$ cat src/rtl/gtht_pkg.sv
package gtht_pkg;

  localparam int MAX_GROUPS_DEF  = 64;
  localparam int GROUP_SLOTS     = 16;
  localparam int SLOT_BITS       = 4;
  localparam int KEY_BITS_DEF    = 32;
  localparam int VALUE_BITS_DEF  = 32;

  localparam logic [7:0] CTRL_EMPTY   = 8'h80;
  localparam logic [7:0] CTRL_DELETED = 8'hFE;
  localparam logic [6:0] TAG_MASK     = 7'h7F;

  localparam logic [6:0]  GROUP_COUNT_RESET = 7'd2;
  localparam logic [10:0] LOAD_LIMIT_RESET  = 11'd22;
  localparam logic [10:0] COUNT_MAX         = 11'h7FF;

  typedef enum logic [1:0] {
    ACT_LOOKUP = 2'd0,
    ACT_INSERT = 2'd1,
    ACT_DELETE = 2'd2,
    ACT_SPARE  = 2'd3
  } action_t;

  typedef enum logic [1:0] {
    ST_OK       = 2'd0,
    ST_NOT_FOUND = 2'd1,
    ST_FULL     = 2'd2,
    ST_SPARE    = 2'd3
  } status_t;

  typedef enum logic {
    REG_GROUP_COUNT = 1'b0,
    REG_LOAD_LIMIT  = 1'b1
  } reg_index_t;

  // Request to the remainder unit.
  typedef struct packed {
    logic        start;
    logic [63:0] dividend;
    logic [6:0]  divisor;
  } mod_ctl_t;

  // Answer from the remainder unit.
  typedef struct packed {
    logic       done;
    logic [6:0] remainder;
  } mod_sts_t;

endpackage

$ cat src/rtl/gtht_mod.sv
module gtht_mod (
  input  logic              clk,
  input  logic              rst,
  input  gtht_pkg::mod_ctl_t ctl,
  output gtht_pkg::mod_sts_t sts
);
  import gtht_pkg::*;

  // Restoring remainder, eight dividend bits per cycle, MSB first.
  logic [63:0] dividend;
  logic [6:0]  divisor;
  logic [6:0]  rem;
  logic [2:0]  count;
  logic        busy;
  logic        done;
  logic [6:0]  rem_next;

  always_comb begin
    logic [7:0] r2;
    rem_next = rem;
    for (int k = 0; k < 8; k++) begin
      r2 = {rem_next, dividend[63-k]};
      if (r2 >= {1'b0, divisor}) begin
        r2 = r2 - {1'b0, divisor};
      end
      rem_next = r2[6:0];
    end
  end

  always_ff @(posedge clk) begin
    if (rst) begin
      busy  <= 1'b0;
      count <= '0;
      done  <= 1'b0;
    end else begin
      done <= 1'b0;
      if (ctl.start) begin
        busy     <= 1'b1;
        count    <= '0;
        rem      <= '0;
        dividend <= ctl.dividend;
        divisor  <= ctl.divisor;
      end else if (busy) begin
        rem      <= rem_next;
        dividend <= {dividend[55:0], 8'h00};
        count    <= count + 3'd1;
        if (count == 3'd7) begin
          busy <= 1'b0;
          done <= 1'b1;
        end
      end
    end
  end

  assign sts.done      = done;
  assign sts.remainder = rem;
endmodule

$ cat config.mk
export PLATFORM = sky130hd
export DESIGN_NAME = gtht_mod
export DESIGN_NICKNAME = d
export VERILOG_FILES = /design/src/rtl/gtht_pkg.sv /design/src/rtl/gtht_mod.sv
export SDC_FILE = /design/constraint.sdc
export NUM_CORES = 1
export LEC_CHECK = 0
export BUFFER_PORTS_ARGS = -buffer_cell sky130_fd_sc_hd__buf_4
export CORE_MARGIN = 2
export CORE_UTILIZATION = 40
export DETAILED_ROUTE_END_ITERATION = 8
export GPL_ROUTABILITY_DRIVEN = 0
export RECOVER_POWER = 50
export SLEW_MARGIN = 10
export SYNTH_ARGS = -nofsm -noshare
export SYNTH_HDL_FRONTEND = slang
export SYNTH_SLANG_ARGS = --single-unit
$ cat constraint.sdc
create_clock -name clk -period 46.4 [get_ports clk]
set_input_delay 2.32 -clock clk [delete_from_list [all_inputs] [get_ports clk]]
set_output_delay 2.32 -clock clk [all_outputs]
set_load 0.01 [all_outputs]
After elaboration in Yosys (flattened, before gate mapping)

Cells that the tools add are included.

Divide/modulo/power cells: 0
Eq/ne operators: 1
Order comparisons: 8
Add/sub/neg operators: 9
Shifts and indexed selects: 0
Bitwise operators: 2
Reduce and logical (&&, ||, !) cells: 5
Multiplexer cells: 15
Multiply operators: 0

Operators by type and width:

| operator                                     | count |
|---|---|
| 2-to-1 mux 64 bit                            | 2 |
| >= comparator 8 x 7 -> 1 bit                 | 8 |
| 2-to-1 mux 7 bit                             | 9 |
| subtractor 7 bit                             | 8 |
| 2-to-1 mux 1 bit                             | 4 |
| AND reduction 2 bit                          | 2 |
| adder 3 x 1 -> 3 bit (second input constant) | 1 |
| == test 3 bit (second input constant)        | 1 |
| OR reduction 3 bit                           | 1 |
| NOT 1 bit                                    | 2 |
| nonzero test 2 bit                           | 1 |
| OR reduction 2 bit                           | 1 |

Register bits after elaboration: 83
Word-level logic and storage cells: 46
Input port bits: 74
Output and inout port bits: 8
Memories: 0
ROM bits: 0
Bits in latches: 0
Memory bits (writable): 0

Longest topological paths before layout

Depth in word-level cells: 17
Mapped depth: 82
Gate-level depth less buffers: 79

Worst setup path before layout

Ideal clock, no wire load.

Path type: reg-to-reg
From: register divisor[1]
To: register rem[0] (data pin)
Data arrival time: 15.117 ns
Clock period less this slack: 15.254 ns
Setup slack: 31.146 ns
Setup time: 0.137 ns
Required time: 46.263 ns
Cell stages (with the launch flop): 73
Path buffers: 3
Cell sequence: edfxtp_1 -> inv_1 -> fa_1 -> nand3_1 -> a31oi_1 -> nor2_1 -> mux2_2 -> ha_1 -> nor2b_1 -> o31a_1 -> o31a_1 -> a211oi_4 -> buf_6 -> mux2i_1 -> ha_1 -> nor2b_1 -> o31a_1 -> o21ai_0 -> [37 not listed] -> nor2_1 -> o21ai_0 -> a21oi_1 -> a21boi_1 -> o2bb2ai_1 -> o21ba_1 -> buf_6 -> a221oi_1 -> ha_1 -> a21o_1 -> a21oi_1 -> o21bai_1 -> a21oi_1 -> o21ai_0 -> a211oi_1 -> mux2i_4 -> mux2_4 -> nor2_2

Cells in the longest elaborated chain, start to end: 17
Elaborated cells between the ends (all ways): 24
Those cells by class: add/sub (7); order compare (8); mux (9)

Ends and longest elaborated chain:

| element                                                                 | RTL line                       | RTL |
|---|---|---|
| from (decl)                                                             | gtht_mod.sv:11                 | `logic [6:0] divisor;` |
| from (signal assigned)                                                  | gtht_mod.sv:42                 | `divisor <= ctl.divisor;` |
| subtractor 7 bit / >= comparator 8 x 7 -> 1 bit (equally long branches) | gtht_mod.sv:24, gtht_mod.sv:23 |  |
| 2-to-1 mux 7 bit                                                        | gtht_mod.sv:23                 | `if (r2 >= {1'b0, divisor}) begin` |
| subtractor 7 bit / >= comparator 8 x 7 -> 1 bit (equally long branches) | gtht_mod.sv:24, gtht_mod.sv:23 |  |
| 2-to-1 mux 7 bit                                                        | gtht_mod.sv:23                 |  |
| subtractor 7 bit / >= comparator 8 x 7 -> 1 bit (equally long branches) | gtht_mod.sv:24, gtht_mod.sv:23 |  |
| 2-to-1 mux 7 bit                                                        | gtht_mod.sv:23                 |  |
| subtractor 7 bit / >= comparator 8 x 7 -> 1 bit (equally long branches) | gtht_mod.sv:24, gtht_mod.sv:23 |  |
| 2-to-1 mux 7 bit                                                        | gtht_mod.sv:23                 |  |
| subtractor 7 bit / >= comparator 8 x 7 -> 1 bit (equally long branches) | gtht_mod.sv:24, gtht_mod.sv:23 |  |
| 2-to-1 mux 7 bit                                                        | gtht_mod.sv:23                 |  |
| subtractor 7 bit / >= comparator 8 x 7 -> 1 bit (equally long branches) | gtht_mod.sv:24, gtht_mod.sv:23 |  |
| 2-to-1 mux 7 bit                                                        | gtht_mod.sv:23                 |  |
| >= comparator 8 x 7 -> 1 bit / subtractor 7 bit (equally long branches) | gtht_mod.sv:23, gtht_mod.sv:24 |  |
| 2-to-1 mux 7 bit                                                        | gtht_mod.sv:23                 |  |
| >= comparator 8 x 7 -> 1 bit (*)                                        | gtht_mod.sv:23                 |  |
| 2-to-1 mux 7 bit (*)                                                    | gtht_mod.sv:23                 |  |
| 2-to-1 mux 7 bit (*)                                                    | gtht_mod.sv:43                 | `end else if (busy) begin` |
| to (signal assigned)                                                    | gtht_mod.sv:44                 | `rem <= rem_next;` |
| to (decl)                                                               | gtht_mod.sv:12                 | `logic [6:0] rem;` |

Every way passes the cells marked *; elsewhere a longest branch is shown, timed or not. The select of a mux whose other input is x is not followed.
A chain may end at the register's enable or synchronous reset.

Worst setup path in the final report

From: register divisor[1]
To: register rem[3] (data pin)

Cells in the longest elaborated chain, start to end: 17
Elaborated cells between the ends (all ways): 25
Those cells by class: add/sub (8); order compare (8); mux (9)

Ends and longest elaborated chain:

| element                                                                 | RTL line |
|---|---|
| subtractor 7 bit / >= comparator 8 x 7 -> 1 bit (equally long branches) | gtht_mod.sv:24, gtht_mod.sv:23 |
| 2-to-1 mux 7 bit                                                        | gtht_mod.sv:23 |
| subtractor 7 bit / >= comparator 8 x 7 -> 1 bit (equally long branches) | gtht_mod.sv:24, gtht_mod.sv:23 |
| 2-to-1 mux 7 bit                                                        | gtht_mod.sv:23 |
| subtractor 7 bit / >= comparator 8 x 7 -> 1 bit (equally long branches) | gtht_mod.sv:24, gtht_mod.sv:23 |
| 2-to-1 mux 7 bit                                                        | gtht_mod.sv:23 |
| subtractor 7 bit / >= comparator 8 x 7 -> 1 bit (equally long branches) | gtht_mod.sv:24, gtht_mod.sv:23 |
| 2-to-1 mux 7 bit                                                        | gtht_mod.sv:23 |
| subtractor 7 bit / >= comparator 8 x 7 -> 1 bit (equally long branches) | gtht_mod.sv:24, gtht_mod.sv:23 |
| 2-to-1 mux 7 bit                                                        | gtht_mod.sv:23 |
| subtractor 7 bit / >= comparator 8 x 7 -> 1 bit (equally long branches) | gtht_mod.sv:24, gtht_mod.sv:23 |
| 2-to-1 mux 7 bit                                                        | gtht_mod.sv:23 |
| >= comparator 8 x 7 -> 1 bit / subtractor 7 bit (equally long branches) | gtht_mod.sv:23, gtht_mod.sv:24 |
| 2-to-1 mux 7 bit                                                        | gtht_mod.sv:23 |
| subtractor 7 bit / >= comparator 8 x 7 -> 1 bit (equally long branches) | gtht_mod.sv:24, gtht_mod.sv:23 |
| 2-to-1 mux 7 bit (*)                                                    | gtht_mod.sv:23 |
| 2-to-1 mux 7 bit (*)                                                    | gtht_mod.sv:43 |

Marked as above.

==> run summary <==
The number of warnings reported in the yosys synthesis log came out at 0. The number of antenna violations at the first check in global routing came out at 0. The number of synthesized register bits is 83. The root buffer cell is sky130_fd_sc_hd__clkbuf_16. The class of the tightest hold or removal check is flop to flop.

The final critical path takes up 39.3% of the cycle. After the last flow step, the layout net total stands at 833. Summing all non-filler instances in the final layout gives an area of 0.00768 mm2.

The data required time at the worst endpoint is 46.33 ns. Summed over all nets, the half-perimeter wirelength after detailed placement is 11.6 mm. The horizontal die dimension is 133 um.

The diode insertion count for antenna repair came out at 0. The number of CTS-inserted buffers is 9. The synthesized cell area came out at 0.00662 mm2. The start point of the critical path is divisor[1]. The proportion of synthesized flip-flops having asynchronous set or reset is 0%.

In this run the most critical hold path is launched from busy. Max-cap violations in this run came to 1. The biggest fanout along the worst timing path is 15. The count of instances resized after the clock tree is built came out at 0.

The data arrival time of the worst path came out at 18.19 ns. TritonCTS built the clock tree. The smallest clock period supported by the final layout is computed as 18.25 ns. The number of vias per cell after detailed routing is 5.54. The critical path is of the flop to flop type. The insertion delay to the later sink of the worst-skew pair came out at 0.33 ns. From synthesis to final layout, the design area changed by 16.1%. Counting along the longest clock path gives a buffer depth of 2.

Setup violations remaining at the end of the flow were counted as 0. The post-CTS clock slew at the launch and capture registers of the worst setup and hold paths came out at 0.06 ns. The global routing usage summed across all routing layers came out at 17.6%. The detailed router finished its first iteration with 256 violations. The number of different library cells used by synthesis comes to 74.

Static timing analysis puts the maximum clock frequency at 54.8 MHz. The first global-routing pass estimated 25.1 mm of wire. The primary flip-flop cell chosen by synthesis mapping is sky130_fd_sc_hd__edfxtp_1. Summing all placed instances gives a cell area of 0.00743 mm2.

Hold repair after CTS inserted 0 buffers. The sink count of the clock tree came out at 83. The sequential area share after synthesis is 36.9%. The via count of the first global-routing pass was 5,161. The clock skew is 0.00556 ns. The critical-path cell with the highest stage delay is sky130_fd_sc_hd__edfxtp_1. The routed length per instance came out at 16.8 um. Counting every net in the synthesized netlist gives 755. 82 I/O pins were placed.

The reg-to-reg critical path startpoint is divisor[1]. The residual antenna-violating net count after detailed routing is 0. The synthesized area per cell came out at 10.8 um2. The sum of negative setup slack is 0 ns. Synthesis handed over a netlist of 615 instances.

The final reports fail on max-capacitance violations, max-slew violations. The count of flip-flops with a built-in enable after synthesis is 78. The number of setup buffers added after CTS is 0. The flow ran to the end, but the final reports show violations. The max-slew violation total from the final report is 79.

The filler cells instantiated in the layout total 1,525. The full die area is 0.0176 mm2. The height of the die is 133 um.

The placeable core region came out at 0.0164 mm2. The count of vias placed by the detailed router is 5,090. The first TritonRoute pass finished after 5 iterations. Setup repair after global routing left no endpoint under its margin. After floorplanning, the core was divided into 47 placement rows. For this configuration, the core starts out at a cell density of 40.3%. The fraction of final layout cells sized beyond drive strength 1 came out at 25.5%. The H-tree generated during clock tree synthesis spans 3 levels.

The worst setup path is launched from a flop. The slew of the pin with the lowest slew margin came out at 3.79 ns. In this run the tool buffered the top-level ports with 81 buffer cells.

The final hold violation count was 0. The remaining global-route overflow is 0. Entering global routing, the biggest net connects 79 pins. After detailed routing, the number of remaining DRC violations is 0. The largest single stage delay on the critical path is 0.66 ns. Among the stages of the critical path, the cell type that occurs most often is sky130_fd_sc_hd__o21ai_0. The wire length after detailed routing came out at 15.4 mm. In this run the tightest slew margin relative to its limit is -152%. STA classifies the critical path endpoint as a flop.
## metal layers
metal  vias to the layer above  track usage [%]  part of all wire (%)
met4                         0             7.23                   3.2
met5                         -                0                     0
met1                      2415             20.8                    42
met2                       174             30.3                    48
met3                        39             4.87                   7.0
li1                       2462                -                     -
## state kept, by name, indices dropped and copies added (netlist names)
register	flops
dividend	64
rem	7
count	3
done	1
divisor	7
busy	1
## kinds of logic after synthesis
family	synth area share, %
flip-flops	36.9
adder cells (fa/ha/maj)	13.4
AND/OR/NAND/NOR	13.0
multiplexers	15.6
AO/OA/AOI/OAI	14.4
XOR/XNOR	3.31
buffers and inverters	3.42
## synthesized netlist by cell type (3+ instances only)
library cell / count / area [um2]
sky130_fd_sc_hd__xor2_1: 10 / 87.6
sky130_fd_sc_hd__or3_1: 3 / 18.8
sky130_fd_sc_hd__nand3_1: 11 / 55.1
sky130_fd_sc_hd__o31a_1: 6 / 52.6
sky130_fd_sc_hd__nand4_1: 7 / 43.8
sky130_fd_sc_hd__nand2_1: 28 / 105
sky130_fd_sc_hd__dfxtp_1: 5 / 100
sky130_fd_sc_hd__mux2_2: 69 / 777
sky130_fd_sc_hd__o21a_1: 9 / 67.6
sky130_fd_sc_hd__a31o_2: 3 / 26.3
sky130_fd_sc_hd__clkbuf_1: 9 / 33.8
sky130_fd_sc_hd__edfxtp_1: 78 / 2340
sky130_fd_sc_hd__nor3_1: 12 / 60.1
sky130_fd_sc_hd__ha_1: 58 / 726
sky130_fd_sc_hd__mux2i_1: 22 / 220
sky130_fd_sc_hd__fa_1: 8 / 160
sky130_fd_sc_hd__a31oi_1: 4 / 25.0
sky130_fd_sc_hd__nor2_1: 32 / 120
sky130_fd_sc_hd__a221o_1: 5 / 50.1
sky130_fd_sc_hd__and2_1: 15 / 93.8
sky130_fd_sc_hd__o21ai_0: 35 / 175
sky130_fd_sc_hd__a21o_1: 12 / 90.1
sky130_fd_sc_hd__a21oi_1: 23 / 115
sky130_fd_sc_hd__o22ai_1: 3 / 18.8
sky130_fd_sc_hd__a21boi_0: 3 / 22.5
sky130_fd_sc_hd__nor3b_1: 4 / 30.0
sky130_fd_sc_hd__nor2b_1: 16 / 100
sky130_fd_sc_hd__nand2b_1: 10 / 62.6
sky130_fd_sc_hd__inv_1: 37 / 139
sky130_fd_sc_hd__buf_6: 3 / 33.8
sky130_fd_sc_hd__o21bai_1: 5 / 37.5
sky130_fd_sc_hd__xnor2_1: 15 / 131
sky130_fd_sc_hd__a211oi_1: 4 / 30.0
## final cells by class
cell class	count	area (um2)	area share [%]
tap	220	275	3.58
clock buffer	12	236	3.08
inverter	38	143	1.86
multi-input combinational	479	3960	51.5
timing repair buffer	82	578	7.52
clock inverter	4	51.3	0.668
sequential	83	2440	31.8
## cell usage in the layout, fill, tap and decap left out, types with 5 or more instances in the layout
master and count:
sky130_fd_sc_hd__nor2_1 31, sky130_fd_sc_hd__nand4_1 7, sky130_fd_sc_hd__buf_4 66, sky130_fd_sc_hd__fa_1 8, sky130_fd_sc_hd__clkbuf_16 9, sky130_fd_sc_hd__xor2_1 10, sky130_fd_sc_hd__xnor2_1 15, sky130_fd_sc_hd__o21bai_1 5
sky130_fd_sc_hd__nand2b_1 10, sky130_fd_sc_hd__mux2_2 69, sky130_fd_sc_hd__dfxtp_1 5, sky130_fd_sc_hd__nor3_1 12, sky130_fd_sc_hd__a21o_1 12, sky130_fd_sc_hd__ha_1 58, sky130_fd_sc_hd__inv_1 37, sky130_fd_sc_hd__o21a_1 9
sky130_fd_sc_hd__and2_1 13, sky130_fd_sc_hd__a21oi_1 23, sky130_fd_sc_hd__mux2i_1 22, sky130_fd_sc_hd__a221o_1 5, sky130_fd_sc_hd__edfxtp_1 78, sky130_fd_sc_hd__nand3_1 11, sky130_fd_sc_hd__clkbuf_4 6, sky130_fd_sc_hd__o21ai_0 35
sky130_fd_sc_hd__clkbuf_1 13, sky130_fd_sc_hd__nor2b_1 16, sky130_fd_sc_hd__o31a_1 6, sky130_fd_sc_hd__nand2_1 28
## worst max-delay path, delay by kind of cell, from the launching register on
family / cells / cell delay (ns)
buf+inv: 1 / 0.37
compound gates: 35 / 8.07
fa+ha+maj: 8 / 2.97
mux: 8 / 2.46
simple gates: 18 / 3.30
flops: 1 / 0.66
## worst paths after layout
| kind | cells past startpoint | slack [ns] | end |
|---|---|---|---|
| worst max-delay path | 70 | 28.15 | rem[3] |
| worst min-delay path | 2 | 0.53 | done |
| worst max register to register | 70 | 28.15 | rem[3] |
| worst min register to register | 2 | 0.53 | done |
## metrics by stage
stage / hold slack (ns) / cells / setup WS [ns] / utilization [%]
after floorplan: 0.497 / 615 / 31.15 / -
after global placement: 0.508 / 902 / 29.20 / 45.3
after detailed placement: 0.517 / 902 / 28.59 / 45.3
after CTS: 0.533 / 918 / 28.50 / 47.1
after global routing: 0.560 / 918 / 27.04 / 46.8
final: 0.530 / 918 / 28.15 / 46.8
Power is not shown: default switching activity piles up to over one toggle a cycle in this logic, so the estimate is an artifact.
